File: config.mk
export PLATFORM = sky130hd
export DESIGN_NAME = dpg_div_cell
export DESIGN_NICKNAME = d
export VERILOG_FILES = /design/src/rtl/dpg_div_cell.sv
export SDC_FILE = /design/constraint.sdc
export NUM_CORES = 1
export LEC_CHECK = 0
export BUFFER_PORTS_ARGS = -buffer_cell sky130_fd_sc_hd__buf_2
export CORE_UTILIZATION = 28
export CTS_CLUSTER_DIAMETER = 80
export DETAILED_ROUTE_END_ITERATION = 10
export PLACE_DENSITY = 0.53
export SLEW_MARGIN = 20
export SYNTH_ARGS = -nofsm -noshare
export SYNTH_HDL_FRONTEND = slang
export SYNTH_SLANG_ARGS = --single-unit
File: constraint.sdc
create_clock -name clock -period 4.8 [get_ports clock]
set_clock_uncertainty 0.2 [all_clocks]
set_input_delay 0.72 -clock clock [delete_from_list [all_inputs] [get_ports clock]]
set_output_delay 0.72 -clock clock [all_outputs]
set_load 0.05 [all_outputs]
File: src/rtl/dpg_div_cell.sv
// One step of a pipelined restoring divider: settles one quotient bit.
// Stand-alone; chained by the top level.
module dpg_div_cell #(
   parameter int REM_W = 50,
   parameter int DIV_W = 33,
   parameter int QUO_W = 17,
   parameter int STEP  = 0
) (
   input  logic             clock,
   input  logic             en,
   input  logic [REM_W-1:0] rem_up,
   input  logic [DIV_W-1:0] div_up,
   input  logic [QUO_W-1:0] quo_up,
   output logic [REM_W-1:0] rem_ff,
   output logic [DIV_W-1:0] div_ff,
   output logic [QUO_W-1:0] quo_ff
);

   logic [REM_W-1:0] shifted;
   logic [REM_W-1:0] rem_in;
   logic [QUO_W-1:0] quo_in;

   always_comb begin
      shifted = REM_W'(div_up) << STEP;
      if (rem_up >= shifted) begin
         rem_in = rem_up - shifted;
         quo_in = quo_up | (QUO_W'(1) << STEP);
      end else begin
         rem_in = rem_up;
         quo_in = quo_up;
      end
   end

   always_ff @(posedge clock) begin
      if (en) begin
         rem_ff <= rem_in;
         div_ff <= div_up;
         quo_ff <= quo_in;
      end
   end

endmodule

## Yosys cells after proc, flatten, opt, wreduce, memory -nomap -nowiden

Index checks and enable logic that the tools add are counted.

| storage, ports and cells | value |
|---|---|
| flip-flop bits (word level) | 100 |
| input port bits | 102 |
| output and inout bits | 100 |
| logic and storage cells | 7 |

| cells by class | value |
|---|---|
| add/subtract/negate cells | 1 |
| order comparisons | 1 |
| mux-type cells | 1 |

Operators by type and width:

| cell | count |
|---|---|
| $ge A50 B33 Y1 | 1 |
| $mux W50 | 1 |
| $sub A50 B33 Y50 | 1 |

## Longest topological paths before layout

Gate-level depths: netlist (run 1).

| logic depth | value |
|---|---|
| word-level depth | 2 |
| mapped depth | 12 |
| gate-level depth less buffers | 12 |

## Least setup slack after synthesis (run 1)

OpenSTA, ideal clock, no wires.

| timing | value |
|---|---|
| path type | input to register |
| start | in div_up[13] |
| end | reg rem_ff[33] (data pin) |
| setup time | 258 ps |
| arrival time | 2872 ps |
| data required time | 4342 ps |
| setup slack | 1471 ps |
| stages on the path | 9 |
| path buffers | 0 |
| cell sequence | inv_1 ha_1 nand2_1 or4_1 o31ai_2 a311o_4 nand2b_4 or3_1 xnor2_1 |

| on the way | value |
|---|---|
| word-level cells in the longest chain between the ends | 2 |
| elaborated cells between the ends (all ways) | 3 |
| those cells by class | add/sub: 1; order compare: 1; mux: 1 |

Ends and longest elaborated chain:

| what | RTL line | source |
|---|---|---|
| from (decl) | 12 | `input logic [DIV_W-1:0] div_up,` |
| $sub A50 B33 Y50 / $ge A50 B33 Y1 (equally long branches) | 26, 25 |  |
| $mux W50 (*) | 25 | `if (rem_up >= shifted) begin` |
| via rem_in[33] | 20 | `logic [REM_W-1:0] rem_in;` |
| to (signal assigned) | 36 | `rem_ff <= rem_in;` |
| to (decl) | 14 | `output logic [REM_W-1:0] rem_ff,` |

The timed path passes the listed nets; every way through them passes the cells marked *.
A chain may end at the register's enable or synchronous reset.

## Worst setup path in the final report (run 1)

| timing | value |
|---|---|
| start | in rem_up[0] |
| end | reg rem_ff[49] (data pin) |

| on the way | value |
|---|---|
| word-level cells in the longest chain between the ends | 2 |
| elaborated cells between the ends (all ways) | 3 |
| those cells by class | add/sub: 1; order compare: 1; mux: 1 |

Ends and longest elaborated chain:

| what | RTL line | source |
|---|---|---|
| from (decl) | 11 | `input logic [REM_W-1:0] rem_up,` |
| $sub A50 B33 Y50 / $ge A50 B33 Y1 (equally long branches) | 26, 25 |  |
| $mux W50 (*) | 25 |  |
| via rem_in[49] | 20 |  |

Marks and branches as above.

==> impl_results.md, run 1 <==
- Mapped Area: 6020 um^2
- Routability Congestion: 0.834
- Initial DRC count: 315
- Worst Tran Pin Value: 0.891 ns
- Clk buf depth: 2
- Power Density: 354 nW/um^2
- Met2 WL: 7900 um
- Switch share: 37.7%
- Clock transition at path regs: 0.08 ns
- Fin Hold WS: 0.330 ns
- Critical path endpoint category: flop
- Die ar.: between 20000 and 25000 um^2
- WL met3: 1120 um
- Critical Path Source Type: input port
- Mapped Avg Cell Area: 10.3 um^2
- Synth Instances: 585
- Synth-to-layout area growth: 26.5%
- Comb power frac: between 30% and 40%
- Post-Synth Simple-Gate Area: 15.8%
- CORE AREA: roughly 21000 um^2
- LEAKAGE: 3.21 nW
- Initial antenna violation count: 1
- Fill cells: 2156
- CP required: ~4.7 ns
- Synth unique cells: 55
- Sink Count: 100
- Async S/R FF share, synth: 0%
- IO Count: 202
- RSZ-0062 raised after global routing: no
- FF+latch count, synth: 100
- Minimum clock period: 3.58 ns
- Overall routing resource usage: 15.6%
- Fmax: 279 MHz
- Slew HR: roughly 40%
- Adder-cell share of the synthesized area: 7.20%
- Via count: 5154
- DRC viols: 0
- Place WS: between 0.8 and 0.9 ns
- Int Power: 1.68 mW
- Final core utilization: a little over a third
- GRT overflow: 0
- DR top layer: met4
- Final #Nets: 922
- Ys flop type: edfxtp_1
- Global-route wire length before repair: approximately 26000 um
- Metal1 wirelength: roughly 8100 um
- CTS H-tree depth: 3
- CTS buffer count: 9
- Proportion of synthesized chip area in sequential cells: around half
- DIE WIDTH: 149 um
- Area leader, netlist: edfxtp_1
- Root Buffer Master: clkbuf_16
- Placed inst area: 7320 um^2
- Largest net degree at the start of global routing: 83
- Overall power: 2.69 mW
- Share of layout cells above drive strength 1: between 20 and 30%
- Main combinational cell family by area after synthesis: compound AO/OA/AOI/OAI gates
- FP Rows: 53
- Compound-Gate Fraction of Synth Area: roughly 17%
- Endpoints failing setup: 0
- Final Hold Vio Count: 0
- Final HPWL DP: 13500 um
- Worst Path Max Fanout: 11
- Final Max Tran Viols: 0
- Setup_tns: 0 ns
- Non-Filler Instances: 1067
- Worst Setup Path Type: in -> reg
- Max-Cap Viols: 0
- Tcrit/Tclk final: between 70% and 80%
- Share of the synthesized area in the top cell type: 49.9%
- Resize count post-CTS: 0
- Vias per Instance: 4.83
- Post-CTS setup buffers: 0
- Design area: 7610 um^2
- Avg WL per Cell: 16.2 um
- Most frequent cells in the layout: buf_2, edfxtp_1, a21oi_1, nand2_1, nor2_1
- TritonCTS clock tree: done
- Final WL: 17300 um
- Yosys warning count: 0
- Post-Synth XOR/XNOR Area: 6.70%
- Port buffer count: 201
- Height of the chip: around 150 um
- Min-delay worst type: in -> reg
- Post-synthesis mux area share: 0%
- Setup ws final: 1.22 ns
- Maximum VDD drop: 0.000152 V
- Net Count, Synth: around 720
- Status: finished clean
- Cts hold-fix bufs: 0
- NetSw: ~1.0 mW
- Placed insts: 1050
- Post-synth EDFFs: 100
- Starting density of the core: 28.6%
- Seq pwr share: 40.9%
- Clock power frac: 26.8%
- Commonest non-fill, non-tap cell in the layout: buf_2
- Vias in the first global route: 4968
- Arr. time, crit path: 3.46 ns
- Remaining antenna violation count: 0
- First-pass DRT Iterations: 5
- Top cells by area, synth: edfxtp_1, ha_1, a21oi_1
-- cell usage after synthesis, types with 12 or more instances --
cell,number
a21o_1,13
xor2_1,21
nand4_1,12
nor2_1,49
inv_1,40
nand2_1,59
edfxtp_1,100
nand3_1,15
a21oi_1,68
xnor2_1,25
o21ai_0,30
ha_1,33
-- metal layers --
layer	up-vias	track usage, %
met3	15	3.62
met1	2399	21.2
li1	2574	-
met4	0	4.64
met5	-	0
met2	166	24.4
-- path summary, 6_finish.rpt --
kind,endpoint,cells past startpoint,startpoint
max,rem_ff[49],13,rem_up[0]
min,quo_ff[10],1,quo_up[10]
-- sequential cells by signal (all words and copies together), names as in the netlist --
register / flops
div_ff: 33
quo_ff: 17
rem_ff: 50
-- kinds of logic (layout without fill, tap and decap cells) --
logic type	Yosys count	in the layout
buffers and inverters	55	261
adder cells (fa/ha/maj)	34	34
XOR/XNOR	46	46
AO/OA/AOI/OAI	158	158
AND/OR/NAND/NOR	192	192
other	0	1
flip-flops	100	100
-- worst max-delay path: stages --
cell and delay (ns):
buf_2 0.09, inv_1 0.04, ha_1 0.20, inv_1 0.07, fa_1 0.23, a21oi_1 0.10, o221ai_2 0.34, a41oi_1 0.19
a21oi_2 0.41, a311o_4 0.43, nand2b_4 0.11, nor4_1 0.38, xor2_1 0.14
-- cell type report --
cell class                 count  area, um^2  area share (%)
antenna                        1        2.50          0.0329
clock buffer                   9         225            2.96
clock inverter                 7        58.8           0.773
inverter                      40         150            1.97
multi-input combinational    430        2780            36.6
sequential                   100        3000            39.5
tap                          275         344            4.52
timing repair buffer         205        1040            13.7
-- power groups by stage --
stage | logic [mW] | clock network (mW) | registers [mW]
after CTS | 0.875 | 0.748 | 1.10
after global routing | 0.935 | 0.771 | 1.11
final | 0.871 | 0.721 | 1.10
after detailed placement | 0.871 | 0 | 1.12
after floorplan | 0.288 | 0 | 1.46
after global placement | 0.873 | 0 | 1.12
No activity file was read; power rests on OpenSTA's default activity.
==> run 2, diff against run 1 <==
Settings changed: ABC_AREA set to 1.
Clock period 4.8 ns to 3.15 ns, I/O delays scaled along.
==> run 2 against run 1 <==
Compared with the run above: non-clock buffer count grew 12; first-iteration DRC count grew 37%; area after synthesis increased by 27%; power grew 62%; worst setup slack worse by 0.76 ns; critical path depth grew 1; critical path type unchanged.
==> impl_results.md, run 2 <==
- Status: finished clean (unchanged)
- RSZ-0062 raised after global routing: no (unchanged)
- Final Max Tran Viols: 0 (unchanged)
- Largest register FFs: 50 (unchanged)
- Endpoints failing setup: 0 (unchanged)
- Yosys warning count: 0 (unchanged)
- CORE AREA: 26800 um^2 (was 21000 um^2)
- Max-Cap Viols: 0 (unchanged)
- Setup ws final: 0.457 ns (was 1.22 ns)
- Compound-Gate Fraction of Synth Area: 5.05% (was 16.6%)
- Most common cell in the netlist: nand2_1 (was edfxtp_1)
- Final Hold Vio Count: 0 (unchanged)
- Area leader, netlist: edfxtp_1 (unchanged)
- Routability Congestion: 0.863 (was 0.834)
- DRC viols: 0 (unchanged)
- Slew HR: 60.3% (was 40.1%)
- Mapped Area: 7630 um^2 (was 6020 um^2)
- Sink Count: 100 (unchanged)
- Largest Register: rem_ff (unchanged)
- Post-Synth XOR/XNOR Area: 2.30% (was 6.70%)
- Synth-to-layout area growth: 23.8% (was 26.5%)
- Synth unique cells: 34 (was 55)
- Via count: 7142 (was 5154)
- Commonest cells in the synthesized netlist: nand2_1, inv_1, edfxtp_1 (was edfxtp_1, a21oi_1, nand2_1)
- Most frequent cells in the layout: nand2_1, inv_1, buf_2, edfxtp_1, nor2_1 (was buf_2, edfxtp_1, a21oi_1, nand2_1, nor2_1)
- Fin Hold WS: 0.0725 ns (was 0.330 ns)
- Placed insts: 1619 (was 1050)
- Overall routing resource usage: 18.4% (was 15.6%)
- Net Count, Synth: 1206 (was 721)
- Starting density of the core: 28.5% (was 28.6%)
- Slowest CP cell: fa_1 (was a311o_4)
- Async S/R FF share, synth: 0% (unchanged)
- Commonest non-fill, non-tap cell in the layout: nand2_1 (was buf_2)
- Place WS: 0.0824 ns (was 0.861 ns)
- Final core utilization: 35.2% (was 36.2%)
- Crit path cell chain: buf_2, inv_1, ha_1, inv_1, fa_1, nand3_1, nand3_2, nand2_1, nand2_2, nand2_2, nand2_4, inv_6, buf_12, o21ai_2 (was buf_2, inv_1, ha_1, inv_1, fa_1, a21oi_1, o221ai_2, a41oi_1, a21oi_2, a311o_4, nand2b_4, nor4_1, xor2_1)
- Vias in the first global route: 6912 (was 4968)
- TritonCTS clock tree: done (unchanged)
- Worst Path Max Fanout: 22 (was 11)
- Crit path max-delay family: simple AND/OR/NAND/NOR gates (was compound AO/OA/AOI/OAI gates)
- Post-synth EDFFs: 100 (unchanged)
- LEAKAGE: 4.85 nW (was 3.21 nW)
- Cells on Worst Hold Path: 1 (unchanged)
- Placed inst area: 9140 um^2 (was 7320 um^2)
- Peak per-stage delay on the critical path: 0.46 ns (was 0.43 ns)
- Initial DRC count: 432 (was 315)
- Arr. time, crit path: 2.60 ns (was 3.46 ns)
- Top cells by area, synth: edfxtp_1, nand2_1, inv_1 (was edfxtp_1, ha_1, a21oi_1)
- Initial antenna violation count: 0 (was 1)
- Synth Instances: 1070 (was 585)
- Ys flop type: edfxtp_1 (unchanged)
- Global-route wire length before repair: 38900 um (was 26500 um)
- Final #Nets: 1425 (was 922)
- Remaining antenna violation count: 0 (unchanged)
- Fmax: between 300 and 400 MHz
- Cts hold-fix bufs: 0 (unchanged)
- Minimum clock period: 2.69 ns
- Largest regs: rem_ff (50), div_ff (33), quo_ff (17) (unchanged)
- Adder-cell share of the synthesized area: 5.68% (was 7.20%)
- Worst Setup Path Type: in -> reg (unchanged)
- Overall power: 4.36 mW (was 2.69 mW)
- DIE WIDTH: 167 um (was 149 um)
- CTS buffer count: 9 (unchanged)
- Tcrit/Tclk final: 85.5%
- Worst Path Buf+Inv: 5 (was 3)
- GRT overflow: 0 (unchanged)
- Design area: 9440 um^2 (was 7610 um^2)
- Avg WL per Cell: 15.5 um (was 16.2 um)
- Critical Path Source Type: input port (unchanged)
- First-pass DRT Iterations: 5 (unchanged)
- IO Count: 202 (unchanged)
- Mapped Avg Cell Area: 7.13 um^2 (was 10.3 um^2)
- Root Buffer Master: clkbuf_16 (unchanged)
- FF+latch count, synth: 100 (unchanged)
- Worst Tran Pin Value: 0.596 ns (was 0.891 ns)
- Main combinational cell family by area after synthesis: simple AND/OR/NAND/NOR gates (was compound AO/OA/AOI/OAI gates)
- CTS H-tree depth: 3 (unchanged)
- Port buffer count: 201 (unchanged)
- FP Rows: 60 (was 53)
- Height of the chip: 167 um (was 149 um)
- Final WL: 25400 um (was 17300 um)
- Min-delay worst type: in -> reg (unchanged)
- Share of the synthesized area in the top cell type: 39.4% (was 49.9%)
- Post-CTS setup buffers: 0 (unchanged)
- Die ar.: 27900 um^2 (was 22100 um^2)
- Final HPWL DP: 21100 um (was 13500 um)
- CP required: 3.06 ns (was 4.68 ns)
- Largest net degree at the start of global routing: 44 (was 83)
- Antenna Cells: 0 (was 1)
- Proportion of synthesized chip area in sequential cells: 39.4% (was 49.9%)
- Post-synthesis mux area share: 0% (unchanged)
- Critical path endpoint category: flop (unchanged)
- Setup_tns: 0 ns (unchanged)
- Power Density: 462 nW/um^2 (was 354 nW/um^2)
- Clk buf depth: 2 (unchanged)
- Resize count post-CTS: 0 (unchanged)
- Non-Filler Instances: 1635 (was 1067)
- Maximum VDD drop: 0.000308 V (was 0.000152 V)
- Critical path depth in cells: 14 (was 13)
- Share of layout cells above drive strength 1: 24.5% (was 29.7%)
- Clock transition at path regs: 0.08 ns (about the same)
- Post-Synth Simple-Gate Area: 34.8% (was 15.8%)
- Vias per Instance: 4.37 (was 4.83)
-- run 2: cell types whose count changed in the layout (fill, tap and decap cells not counted), moves of 12 or more --
cell	before	now
o21ai_0	30	2
a21oi_1	68	18
inv_1	40	223
o21ai_2	0	16
nand2_1	59	400
nand3_1	15	58
a21oi_2	1	14
nand2_2	0	25
nor2_1	49	85
a21o_1	13	1
xor2_1	21	5
-- run 2: path summary, 6_finish.rpt --
check	from	slack, ns	end
worst min-delay path	quo_up[9]	0.07	quo_ff[9]
worst max-delay path	rem_up[0]	0.46	rem_ff[16]
-- run 2: cell families after synthesis --
logic type / Yosys count
AND/OR/NAND/NOR: 620
buffers and inverters: 243
flip-flops: 100
AO/OA/AOI/OAI: 53
adder cells (fa/ha/maj): 34
XOR/XNOR: 20
-- run 2: area by class of cell --
type                            count  area [um^2]
Clock inverter                      7         76.3
Sequential cell                   100         3000
Multi-Input combinational cell    727         3650
Fill cell                        2963        17400
Timing Repair Buffer              217         1180
Inverter                          234          883
Tap cell                          341          427
Clock buffer                        9          225
-- run 2: routing by layer --
metal | vias to the layer above | global-route usage (%) | part of all wire (%)
met5 | - | 0 | 0
met4 | 0 | 5.31 | 1.5
met3 | 18 | 2.02 | 4.2
met2 | 181 | 29.1 | 44
met1 | 3214 | 26.4 | 50
li1 | 3729 | - | -
-- run 2: where the power goes --
part           internal [mW]  switching, mW
sequential              1.64         0.0335
combinational          0.402           1.10
clock                  0.568          0.617
total                   2.61           1.75
