**src/rtl/dpg_sqrt_cell.sv**
```systemverilog
// One step of a pipelined integer square root: settles one root bit.
// Stand-alone; chained by the top level.
module dpg_sqrt_cell #(
   parameter int WIDTH = 32,
   parameter int STEP  = 0
) (
   input  logic             clock,
   input  logic             en,
   input  logic [WIDTH-1:0] rem_up,
   input  logic [WIDTH-1:0] root_up,
   output logic [WIDTH-1:0] rem_ff,
   output logic [WIDTH-1:0] root_ff
);

   localparam logic [WIDTH-1:0] BIT = WIDTH'(1) << (WIDTH - 2 - 2 * STEP);

   logic [WIDTH-1:0] trial;
   logic [WIDTH-1:0] rem_in;
   logic [WIDTH-1:0] root_in;

   always_comb begin
      trial = root_up + BIT;
      if (rem_up >= trial) begin
         rem_in  = rem_up - trial;
         root_in = (root_up >> 1) + BIT;
      end else begin
         rem_in  = rem_up;
         root_in = root_up >> 1;
      end
   end

   always_ff @(posedge clock) begin
      if (en) begin
         rem_ff  <= rem_in;
         root_ff <= root_in;
      end
   end

endmodule

```
**config.mk**
```make
export PLATFORM = sky130hd
export DESIGN_NAME = dpg_sqrt_cell
export DESIGN_NICKNAME = d
export VERILOG_FILES = /design/src/rtl/dpg_sqrt_cell.sv
export SDC_FILE = /design/constraint.sdc
export NUM_CORES = 1
export LEC_CHECK = 0
export ABC_AREA = 1
export BUFFER_PORTS_ARGS = -buffer_cell sky130_fd_sc_hd__buf_2
export CAP_MARGIN = 20
export CORE_ASPECT_RATIO = 0.75
export CORE_MARGIN = 2
export CORE_UTILIZATION = 49
export CTS_CLUSTER_DIAMETER = 200
export DETAILED_ROUTE_END_ITERATION = 6
export GPL_ROUTABILITY_DRIVEN = 0
export HOLD_SLACK_MARGIN = 0.03
export PLACE_DENSITY = 0.78
export SLEW_MARGIN = 0
export SYNTH_ARGS = -nofsm -noshare
export SYNTH_HDL_FRONTEND = slang
export SYNTH_SLANG_ARGS = --single-unit
export TNS_END_PERCENT = 50
```
**constraint.sdc**
```tcl
create_clock -name clock -period 2.14 [get_ports clock]
set_input_delay 0.428 -clock clock [delete_from_list [all_inputs] [get_ports clock]]
set_output_delay 0.428 -clock clock [all_outputs]
set_load 0.05 [all_outputs]
```
# Word level (Yosys, flattened, before mapping)
# Index checks and enable logic that the tools add are counted.
# Widths: inputs -> output; s select.
[classes]
n_mux = 2
addsub = 3
order_cmp = 1
[op_table]
columns = ["cell", "n"]
rows = [
  ["$add 31x31->32 const B", 1],
  ["$add 32x31->32 const B", 1],
  ["$ge 32x32->1", 1],
  ["$mux 32", 1],
  ["$sub 32x32->32", 1],
  ["$mux 31", 1],
]
[totals]
register_bits = 64

# Longest topological paths before layout
# Gate-level depths: netlist (run 1).
[logic_depth]
depth_word = 3
ltp_mapped = 16
mapped_depth_nobuf = 15

# Least setup slack after synthesis (run 1)
# OpenSTA, ideal clock, no wires.
[synth_timing]
kind = "input-to-reg"
from = "input rem_up[0]"
to = "register rem_ff[10] (data pin)"
t_required_ns = 1.888
slack_ns = -0.108
arrival_time_ns = 1.996
n_path_buf = 1
cell_stages = 16
cell_sequence = "inv_1 > ha_1 > fa_1 > inv_1 > nand2_1 > nand2_1 > nand3_1 > nand2_2 > nand2_1 > nand3_2 > nand2_2 > nand2_8 > inv_6 > buf_6 > nand2_2 > nand2_1"
[synth_between]
elab_chain_len = 2
[synth_lines]
columns = ["item", "line", "source"]
rows = [
  ["start: declaration", "9", "input logic [WIDTH-1:0] rem_up,"],
  ["$sub 32x32->32 or $ge 32x32->1 (tied branches)", "24, 23", ""],
  ["$mux 32 *", "23", "if (rem_up >= trial) begin"],
  ["named net rem_in[10]", "18", "logic [WIDTH-1:0] rem_in;"],
  ["end signal: assignment", "34", "rem_ff <= rem_in;"],
  ["end: declaration", "11", "output logic [WIDTH-1:0] rem_ff,"],
]
# Mark *: on every way through the listed nets, which the timed path passes. The rest lies on a longest branch.
# A chain may end at the register's enable or synchronous reset.

# Worst setup path after layout (run 1)
[layout_timing]
from = "input root_up[11]"
to = "register rem_ff[28] (data pin)"
[layout_between]
elab_chain_len = 3
[layout_lines]
columns = ["item", "line", "source"]
rows = [
  ["start: declaration", "10", "input logic [WIDTH-1:0] root_up,"],
  ["$add 32x31->32 *", "22", "trial = root_up + BIT;"],
  ["$sub 32x32->32 or $ge 32x32->1 (tied branches)", "24, 23", ""],
  ["$mux 32 *", "23", ""],
  ["named net rem_in[28]", "18", ""],
]
# Marked as above.

==> impl_summary.log, run 1 <==
INFO  metric drv_cap = 0
INFO  metric timing_hold_violations_final = 0
INFO  metric synth_edf_count = 64
INFO  metric fin_nets = 1053
INFO  metric setup-tns-final = 0 ps
INFO  metric grt_usage = approximately a quarter
INFO  metric wire_length_of_the_first_global_routing_pass = 22160 um
INFO  metric num_io_pins = 130
INFO  metric initial_utilization = 49.82%
INFO  metric grt_antenna_before_repair = 0
INFO  metric detail_route.drc_violations = 0
INFO  metric htree_levels = 3
INFO  metric via_count_of_the_first_global_routing_pass = 4689
INFO  metric core.rowCount = 32
INFO  metric max_stage_delay = 310 ps
INFO  metric ys_dominant_reg_cell = sky130_fd_sc_hd__edfxtp_1
INFO  metric share_of_the_synthesized_area_in_the_top_cell_type = 37.79%
INFO  metric tritoncts = done
INFO  metric netlist_instances = 726
INFO  metric critical_path_peak_fanout = 3
INFO  metric layout_commonest_cell = sky130_fd_sc_hd__nand2_1
INFO  metric clk_pin_slew = 60 ps
INFO  metric drtIter0Drc = ~340
INFO  metric root_buffer = sky130_fd_sc_hd__clkbuf_16
INFO  metric leakage = 3.951 nW
INFO  metric critPathMostFrequentCell = sky130_fd_sc_hd__nand2_1
INFO  metric drtAntennaViolNets = 0
INFO  metric min-delay-path-class = input pin to flip-flop
INFO  metric via_per_inst = between 4 and 5
INFO  metric dieArea = 0.01122 mm2
INFO  metric worst_path_dominant_cell_family = simple AND/OR/NAND/NOR gates
INFO  metric min_period_over_period = 93.75%
INFO  metric critical_path_required = between 2000 and 2500 ps
INFO  metric clkSinkCount = 64
INFO  metric vdd_drop_max = 0.0006693 V
INFO  metric hold_start = root_up[27]
INFO  metric critical_path_class = input pin to flip-flop
INFO  metric timing.critical_path.cells = buf_2 > inv_1 > ha_1 > nand2_1 > inv_1 > nand2_1 > nand2_1 > inv_1 > nand3_1 > nand2_1 > nand3_1 > nand3_1 > nand2_1
INFO  metric final_core_utilization = 67.55%
INFO  metric postCtsHoldBufs = 0
INFO  metric postRouteWirelength = 13340 um
INFO  metric critical-path-slowest-cell = sky130_fd_sc_hd__ha_1
INFO  metric fraction_of_final_layout_cells_sized_beyond_drive_strength_1 = 29.12%
INFO  metric max_slew.worst_pin.slew = 386.4 ps
INFO  metric insertedDiodeCount = 0
INFO  metric cell_type_contributing_the_most_total_cell_area_after_synthesis = sky130_fd_sc_hd__edfxtp_1
INFO  metric placed_area = 0.006600 mm2
INFO  metric grt_setup_unrepaired = no
INFO  metric cts_made_buffers = 9
INFO  metric maxClockFrequency = 498.5 MHz
INFO  metric portBuffers = between 100 and 150
INFO  metric die_x = 121.6 um
INFO  metric ys_seq_area_share = between 30% and 40%
INFO  metric async_flop_share = 0%
INFO  metric yosys-top-cells-area = sky130_fd_sc_hd__edfxtp_1, sky130_fd_sc_hd__nand2_1, sky130_fd_sc_hd__inv_1, sky130_fd_sc_hd__ha_1, sky130_fd_sc_hd__nand3_1
INFO  metric syn_area = 0.005086 mm2
INFO  metric yosys.cell_types.count = 31
INFO  metric core = just over 0.01 mm2
INFO  metric endpoint_kind = flip-flop
INFO  metric synth.ff_latch_count = 64
INFO  metric drt_pre_antenna_iters = 5
INFO  metric holdPathStages = 1
INFO  metric report.final.slew_viol_count = 0
INFO  metric area_grow_syn2layout = 35.60%
INFO  metric largest_net_degree_at_the_start_of_global_routing = between 60 and 70
INFO  metric post-dp-hpwl = roughly 11000 um
INFO  metric worst_hold_path.endpoint = root_ff[26]
INFO  metric worst_slew_margin_rel = 74.17%
INFO  metric mappedNetlistNets = approximately 830
INFO  metric route.detailed.wl_per_inst = 12.19 um
INFO  metric cp.arrival = between 2000 and 2500 ps
INFO  metric critical_path.n_buffers_inverters = 4
INFO  metric powerDensity = 723.7 mW/mm2
INFO  metric setup_viol = 0
INFO  metric die_height = 92.23 um
INFO  metric clock_tree.buffer_depth = 2
INFO  metric critical_path.startpoint_type = input pin
INFO  metric syn-mean-instance-area = 7.006 um2
INFO  metric grt-ovfl-total = 0
INFO  metric total_via_count_in_the_routed_design = 5148
INFO  metric finalCriticalPeriod = 2006 ps
INFO  metric run_status = complete, no violations
INFO  metric yosysWarnings = 0
INFO  metric mostFrequentLayoutCells = sky130_fd_sc_hd__nand2_1, sky130_fd_sc_hd__inv_1, sky130_fd_sc_hd__buf_2
INFO  metric finalInstanceArea = slightly below 0.007 mm2
through the flow:
stage | setup WS, ps | cells | total power (W) | hold slack [ps]
floorplan | 3.011 | 726 | 0.002940 | 526.9
detailed placement | -206.1 | 1079 | 0.003572 | 620.4
global route | 17.09 | 1094 | 0.005285 | 267.7
global placement | -174.0 | 1079 | 0.003542 | 618.7
finish | 133.8 | 1094 | 0.004991 | 279.3
CTS | 120.8 | 1094 | 0.005025 | 266.3
how the worst max path moves through the flow:
stage	startpoint	to	slack, ps	cells after the start
after floorplan	rem_up[0]	rem_ff[10]	3	16
after global placement	root_up[21]	rem_ff[23]	-170	12
after detailed placement	rem_up[0]	root_ff[30]	-210	16
after CTS	root_up[11]	rem_ff[31]	120	14
after global routing	rem_up[0]	rem_ff[20]	20	14
final	root_up[11]	rem_ff[28]	130	13
flip-flops by register name, indices dropped and copies added (netlist names):
name,flops
rem_ff,32
root_ff,32
final cells by class:
type                       instances  area, um2
fill                             882       3313
multi-input combinational        497       2525
sequential                        64       1922
timing repair buffer             223       1389
inverter                         159      604.3
clock buffer                       9      225.2
tap                              136      170.2
clock inverter                     6      61.31
routing by layer:
| layer | GRT usage [%] | up-vias | wire length [um] |
|---|---|---|---|
| met2 | 37.41 | 185 | 5415 |
| met5 | 0 | - | 0 |
| li1 | - | 2688 | - |
| met1 | 37.54 | 2258 | 6607 |
| met3 | 5.348 | 17 | 1100 |
| met4 | 7.854 | 0 | 217 |
power breakdown:
| part | internal [W] | total [W] | switching (W) |
|---|---|---|---|
| sequential | 0.00157 | 0.00161 | 0.0000341 |
| combinational | 0.000650 | 0.00196 | 0.00131 |
| clock | 0.000889 | 0.00142 | 0.000536 |
cell usage after synthesis (2+ instances only):
| cell type | number |
|---|---|
| sky130_fd_sc_hd__nand4_1 | 7 |
| sky130_fd_sc_hd__nand3_1 | 44 |
| sky130_fd_sc_hd__o21ai_0 | 2 |
| sky130_fd_sc_hd__o21bai_1 | 3 |
| sky130_fd_sc_hd__nor2_4 | 3 |
| sky130_fd_sc_hd__xnor2_1 | 2 |
| sky130_fd_sc_hd__nor3_1 | 5 |
| sky130_fd_sc_hd__nor2_1 | 36 |
| sky130_fd_sc_hd__inv_1 | 157 |
| sky130_fd_sc_hd__nand3b_1 | 3 |
| sky130_fd_sc_hd__xor2_1 | 13 |
| sky130_fd_sc_hd__a21oi_2 | 2 |
| sky130_fd_sc_hd__ha_1 | 32 |
| sky130_fd_sc_hd__nor2_2 | 4 |
| sky130_fd_sc_hd__nand2_2 | 14 |
| sky130_fd_sc_hd__buf_6 | 6 |
| sky130_fd_sc_hd__nand2_1 | 299 |
| sky130_fd_sc_hd__a21oi_1 | 16 |
| sky130_fd_sc_hd__nand3_2 | 2 |
| sky130_fd_sc_hd__edfxtp_1 | 64 |
| sky130_fd_sc_hd__and2_1 | 2 |
cell families (layout without fill, tap and decap cells):
group,count (synthesis),count (layout),synth area share [%]
fa+ha+maj,33,33,8.266
compound gates,26,26,2.952
simple gates,423,423,35.25
flops,64,64,37.79
buf+inv,165,397,13.16
xor+xnor,15,15,2.583
timing repair:
item / 4_1_cts / 5_1_grt
resized for setup: 0 / 3
endpoints found under the setup margin: 0 / 2
setup buffers: 0 / 0
hold endpoints to repair: 0 / 0
Note: power is estimated with default switching activity, not from simulation.
==> run 2: changes to the inputs <==
==> constraint.sdc (replaced) <==
create_clock -name clock -period 2.14 [get_ports clock]
set_input_delay 0.107 -clock clock [delete_from_list [all_inputs] [get_ports clock]]
set_output_delay 0.107 -clock clock [all_outputs]
set_load 0.05 [all_outputs]
==> run 2 against run 1 <==
Compared with the run above:
- highest routed layer unchanged
- wire length grew 0.84%
- combinational power down 5%
- final cell count fell by 4.8%
- design area fell by 2.7%
- global-route usage fell by 0.92 points
- fmax is 1.7% lower
- flip-flop and latch count unchanged
- sequential power hardly changed
- clock power up 9%
- die area did not move
- clock-buffer cell count did not move
- worst setup slack lost 36 ps
==> impl_summary.log, run 2 (synthesized netlist as in run 1, its figures left out) <==
INFO  metric run_status = complete, no violations
INFO  metric layout_commonest_cell = sky130_fd_sc_hd__nand2_1
INFO  metric via_count_of_the_first_global_routing_pass = 4600
INFO  metric post-dp-hpwl = 10120 um
INFO  metric tritoncts = done
INFO  metric htree_levels = 3
INFO  metric route.detailed.wl_per_inst = 12.92 um
INFO  metric report.final.slew_viol_count = 0
INFO  metric clkSinkCount = 64
INFO  metric drt_pre_antenna_iters = 5
INFO  metric critical_path_peak_fanout = 4
INFO  metric drtIter0Drc = 425
INFO  metric largest_regs = rem_ff (32), root_ff (32)
INFO  metric insertedDiodeCount = 0
INFO  metric total_via_count_in_the_routed_design = 5012
INFO  metric grt-ovfl-total = 0
INFO  metric min-delay-path-class = input pin to flip-flop
INFO  metric root_buffer = sky130_fd_sc_hd__clkbuf_16
INFO  metric min_period_over_period = 95.41%
INFO  metric critical_path_class = input pin to flip-flop
INFO  metric whs = 58.75 ps
INFO  metric detail_route.drc_violations = 0
INFO  metric setup-tns-final = 0 ps
INFO  metric worst_slew_margin_rel = 77.26%
INFO  metric endpoint_kind = flip-flop
INFO  metric finalInstanceArea = 0.006710 mm2
INFO  metric via_per_inst = 4.815
INFO  metric drv_cap = 0
INFO  metric worst_hold_path.endpoint = rem_ff[7]
INFO  metric placed_area = 0.005932 mm2
INFO  metric cts_made_buffers = 9
INFO  metric wire_length_of_the_first_global_routing_pass = around 21000 um
INFO  metric setup_viol = 0
INFO  metric drtAntennaViolNets = 0
INFO  metric hold_start = rem_up[7]
INFO  metric grt_antenna_before_repair = 0
INFO  metric initial_utilization = 49.82%
INFO  metric die_height = 92.23 um
INFO  metric max_slew.worst_pin.slew = 341.1 ps
INFO  metric dieArea = roughly 0.011 mm2
INFO  metric core.rowCount = 32
INFO  metric startpoint = root_up[4]
INFO  metric leakage = 3.730 nW
INFO  metric portBuffers = 129
INFO  metric critical_path.startpoint_type = input pin
INFO  metric core = 0.01021 mm2
INFO  metric powerDensity = 748.6 mW/mm2
INFO  metric largest_net_degree_at_the_start_of_global_routing = 65
INFO  metric fraction_of_final_layout_cells_sized_beyond_drive_strength_1 = 22.21%
INFO  metric num_io_pins = 130
INFO  metric die_x = 121.6 um
INFO  metric holdPathStages = 3
INFO  metric postRouteWirelength = 13450 um
INFO  metric critical_path_required = 2230 ps
INFO  metric timing_hold_violations_final = 0
INFO  metric mostFrequentLayoutCells = sky130_fd_sc_hd__nand2_1, sky130_fd_sc_hd__inv_1, sky130_fd_sc_hd__buf_2
INFO  metric area_grow_syn2layout = 31.93%
INFO  metric maxClockFrequency = 489.8 MHz
INFO  metric cp.arrival = 2130 ps
INFO  metric vdd_drop_max = between 0.0004 and 0.0005 V
INFO  metric clock_tree.buffer_depth = 2
INFO  metric fin_nets = 999
INFO  metric finalCriticalPeriod = around 2000 ps
INFO  metric grt_usage = around 25%
INFO  metric clk_pin_slew = 50 ps
-- run 2: cell count changes in the layout (fill, tap and decap cells not counted), moves of 2 or more --
cell / previous run / this run
sky130_fd_sc_hd__ha_4: 0 / 5
sky130_fd_sc_hd__nor2_2: 4 / 7
sky130_fd_sc_hd__clkinv_1: 0 / 2
sky130_fd_sc_hd__ha_2: 2 / 0
sky130_fd_sc_hd__ha_1: 30 / 27
sky130_fd_sc_hd__dlygate4sd3_1: 0 / 30
sky130_fd_sc_hd__nor2_1: 36 / 33
sky130_fd_sc_hd__buf_4: 91 / 5
-- run 2: worst max path at each step --
stage / endpoint / cells after the start
after floorplan: rem_ff[10] / 16
after global placement: rem_ff[19] / 16
after detailed placement: rem_ff[5] / 16
after CTS: rem_ff[18] / 13
after global routing: rem_ff[25] / 13
final: rem_ff[31] / 14
-- run 2: critical path, cell delays in order --
cell                            delay, ps
sky130_fd_sc_hd__dlygate4sd3_1        530
sky130_fd_sc_hd__buf_2                120
sky130_fd_sc_hd__inv_1                 80
sky130_fd_sc_hd__ha_4                 220
sky130_fd_sc_hd__nand2_1               60
sky130_fd_sc_hd__nand2_1              120
sky130_fd_sc_hd__a21oi_1              180
sky130_fd_sc_hd__nand2_1              130
sky130_fd_sc_hd__nand2_1               80
sky130_fd_sc_hd__nand2_1              120
sky130_fd_sc_hd__nand2_1              120
sky130_fd_sc_hd__nand3_1               70
sky130_fd_sc_hd__nand3_1              120
sky130_fd_sc_hd__nand2_1               60
-- run 2: layer usage --
metal / track usage [%] / vias up / wire [um]
met5: 0 / - / 0
met4: 6.705 / 0 / 180
met3: 7.152 / 17 / 1342
met2: 36.38 / 213 / 5452
met1: 34.99 / 2211 / 6477
li1: - / 2571 / -
-- run 2: cell type report --
type,count,area (um2)
timing repair buffer,169,1089
clock buffer,9,225.2
sequential,64,1922
tap,136,170.2
fill,926,3500
multi-input combinational,497,2605
clock inverter,7,86.33
inverter,159,613.1
-- run 2: power by group --
part / switching (W) / total (W) / internal, W
clock: 0.000541 / 0.00155 / 0.00101
sequential: 0.0000330 / 0.00161 / 0.00157
combinational: 0.00131 / 0.00187 / 0.000560
total: 0.00188 / 0.00502 / 0.00314
-- run 2: stage by stage --
| stage | power (W) | setup slack [ps] | std cells | utilization (%) |
|---|---|---|---|---|
| after floorplan | 0.002933 | 212.7 | 726 | - |
| after global placement | 0.003341 | 32.75 | 993 | 58.10 |
| after detailed placement | 0.003371 | -50.20 | 993 | 58.10 |
| after CTS | 0.004960 | 22.40 | 1039 | 64.09 |
| after global routing | 0.005269 | -1.844 | 1041 | 65.72 |
| final | 0.005024 | 98.30 | 1041 | 65.72 |
-- run 2: repair_timing --
| action | CTS | global route |
|---|---|---|
| setup endpoints to repair | 0 | 34 |
| resized for setup | 0 | 26 |
| buffers inserted | 0 | 1 |
| endpoints found under the hold margin | 30 | 0 |
| hold buffers | 30 | 0 |
==> run 3: changes to the inputs <==
--- a/config.mk
+++ b/config.mk
@@ -15,6 +15,7 @@
 export DETAILED_ROUTE_END_ITERATION = 6
 export GPL_ROUTABILITY_DRIVEN = 0
 export HOLD_SLACK_MARGIN = 0.03
+export MAX_ROUTING_LAYER = met4
 export PLACE_DENSITY = 0.78
 export SLEW_MARGIN = 0
 export SYNTH_ARGS = -nofsm -noshare
==> run 3 against run 2 <==
Compared with the run above:
- clock power about the same
- sequential share of layout area unchanged
- non-clock buffer count unchanged
- worst setup slack worse by 16 ps
- critical path depth down 1
- via count up 0.92%
- flip-flop and latch count unchanged
- clock-buffer cell count unchanged
- die area unchanged
- combinational power about the same
- largest power group unchanged
==> impl_summary.log, run 3 (synthesized netlist as in run 1, its figures left out) <==
INFO  metric largest_regs = rem_ff (32), root_ff (32)
INFO  metric final.setup.worst_slack = 82.14 ps
INFO  metric stdcell_count = 1041
INFO  metric power = 0.005021 W
INFO  metric core.rowCount = 32
INFO  metric via_count_of_the_first_global_routing_pass = 4595
INFO  metric root_buffer = sky130_fd_sc_hd__clkbuf_16
INFO  metric finalCriticalPeriod = 2058 ps
INFO  metric setup-tns-final = 0 ps
INFO  metric cp.arrival = 2260 ps
INFO  metric grt-ovfl-total = 0
INFO  metric route.detailed.wl_per_inst = between 10 and 15 um
INFO  metric fraction_of_final_layout_cells_sized_beyond_drive_strength_1 = 22.21%
INFO  metric clock_tree.buffer_depth = 2
INFO  metric worst_path_dominant_cell_family = simple AND/OR/NAND/NOR gates
INFO  metric holdPathStages = 3
INFO  metric report.final.slew_viol_count = 0
INFO  metric initial_utilization = 49.82%
INFO  metric worst_hold_path.endpoint = rem_ff[7]
INFO  metric critical_path.n_buffers_inverters = 4
INFO  metric drtAntennaViolNets = 0
INFO  metric fin_nets = between 900 and 1000
INFO  metric worst_slew_margin_rel = 76.98%
INFO  metric timing.critical_path.cells = dlygate4sd3_1 > buf_2 > inv_1 > ha_4 > nand2_2 > nor2_2 > nand2_2 > nor3_4 > nand2_4 > nand2_8 > buf_12 > nand3_1 > nand2_1
INFO  metric grt_antenna_before_repair = 0
INFO  metric htree_levels = 3
INFO  metric insertedDiodeCount = 0
INFO  metric detail_route.drc_violations = 0
INFO  metric largest_net_degree_at_the_start_of_global_routing = 65
INFO  metric die_x = 121.6 um
INFO  metric critical_path.startpoint_type = input pin
INFO  metric layout_commonest_cell = sky130_fd_sc_hd__nand2_1
INFO  metric num_io_pins = 130
INFO  metric min_period_over_period = 96.16%
INFO  metric place_ws = -50.20 ps
INFO  metric max_stage_delay = around 520 ps
INFO  metric drv_cap = 0
INFO  metric min-delay-path-class = input pin to flip-flop
INFO  metric critical_path_peak_fanout = 12
INFO  metric postRouteWirelength = 13450 um
INFO  metric grt_usage = around a quarter
INFO  metric tritoncts = done
INFO  metric drtIter0Drc = 472
INFO  metric run_status = complete, no violations
INFO  metric critical_path_required = 2340 ps
INFO  metric endpoint_kind = flip-flop
INFO  metric post-dp-hpwl = 10120 um
INFO  metric critical-path-slowest-cell = sky130_fd_sc_hd__dlygate4sd3_1
INFO  metric leakage = ~3.7 nW
INFO  metric critPathMostFrequentCell = sky130_fd_sc_hd__nand2_2
INFO  metric drt_pre_antenna_iters = 5
INFO  metric portBuffers = 129
INFO  metric vdd_drop_max = about 0.00045 V
INFO  metric wire_length_of_the_first_global_routing_pass = 21340 um
INFO  metric mostFrequentLayoutCells = sky130_fd_sc_hd__nand2_1, sky130_fd_sc_hd__inv_1, sky130_fd_sc_hd__buf_2
INFO  metric via_per_inst = 4.859
INFO  metric clk_pin_slew = around 50 ps
INFO  metric total_via_count_in_the_routed_design = between 5000 and 6000
INFO  metric maxClockFrequency = 485.9 MHz
INFO  metric timing_hold_violations_final = 0
INFO  metric powerDensity = roughly 750 mW/mm2
INFO  metric clkSinkCount = 64
INFO  metric die_height = 92.23 um
INFO  metric core = 0.01021 mm2
INFO  metric dp.cells = 993
INFO  metric max_slew.worst_pin.slew = 345.3 ps
INFO  metric dieArea = 0.01122 mm2
INFO  metric hold_start = rem_up[7]
INFO  metric area_grow_syn2layout = 31.93%
INFO  metric setup_viol = 0
INFO  metric critical_path_class = input pin to flip-flop
INFO  metric cts_made_buffers = 9
[run 3: cell counts in the layout (fill, tap and decap cells not counted)]
No cell type changed its count.
[run 3: stage by stage]
| stage | hold slack (ps) | utilization [%] | instance area, um2 |
|---|---|---|---|
| detailed placement | 299.2 | 58.10 | 5932 |
| global placement | 297.7 | 58.10 | 5932 |
| floorplan | 205.9 | - | 5086 |
| CTS | 49.30 | 64.09 | 6544 |
| finish | 59.72 | 65.72 | 6710 |
| global route | 66.99 | 65.72 | 6710 |
[run 3: timing repair]
item / 4_1_cts / 5_1_grt
endpoints found under the setup margin: 0 / 34
gates resized for setup: 0 / 26
buffers inserted: 0 / 1
hold buffers: 30 / 0
hold endpoints to repair: 30 / 0
[run 3: how the worst max path moves through the flow]
stage | startpoint | endpoint | slack, ps | cells past startpoint
final | root_up[24] | rem_ff[25] | 80 | 13
after CTS | root_up[24] | rem_ff[18] | 20 | 13
after global placement | rem_up[0] | rem_ff[19] | 30 | 16
after global routing | root_up[29] | rem_ff[25] | -3 | 13
after detailed placement | rem_up[0] | rem_ff[5] | -50 | 16
after floorplan | rem_up[0] | rem_ff[10] | 210 | 16
[run 3: layer usage]
layer / vias to the layer above / wire (um) / track usage (%)
li1: 2577 / - / -
met1: 2233 / 6489 / 35.69
met2: 228 / 5421 / 36.28
met3: 20 / 1331 / 6.032
met4: 0 / 206 / 6.705
met5: - / 0 / -
[run 3: area by class of cell]
class | count | area [um2]
flip-flops and latches | 64 | 1922
well taps | 136 | 170.2
multi-input cells | 497 | 2605
clock buffers | 9 | 225.2
fillers | 926 | 3500
inverters | 159 | 613.1
repair buffers | 169 | 1089
clock inverters | 7 | 86.33
[run 3: where the power goes]
part	switching, W	internal, W	leakage, nW	total, W
clock	0.000536	0.00101	0.154	0.00154
sequential	0.0000329	0.00157	0.625	0.00161
combinational	0.00131	0.000560	2.95	0.00187
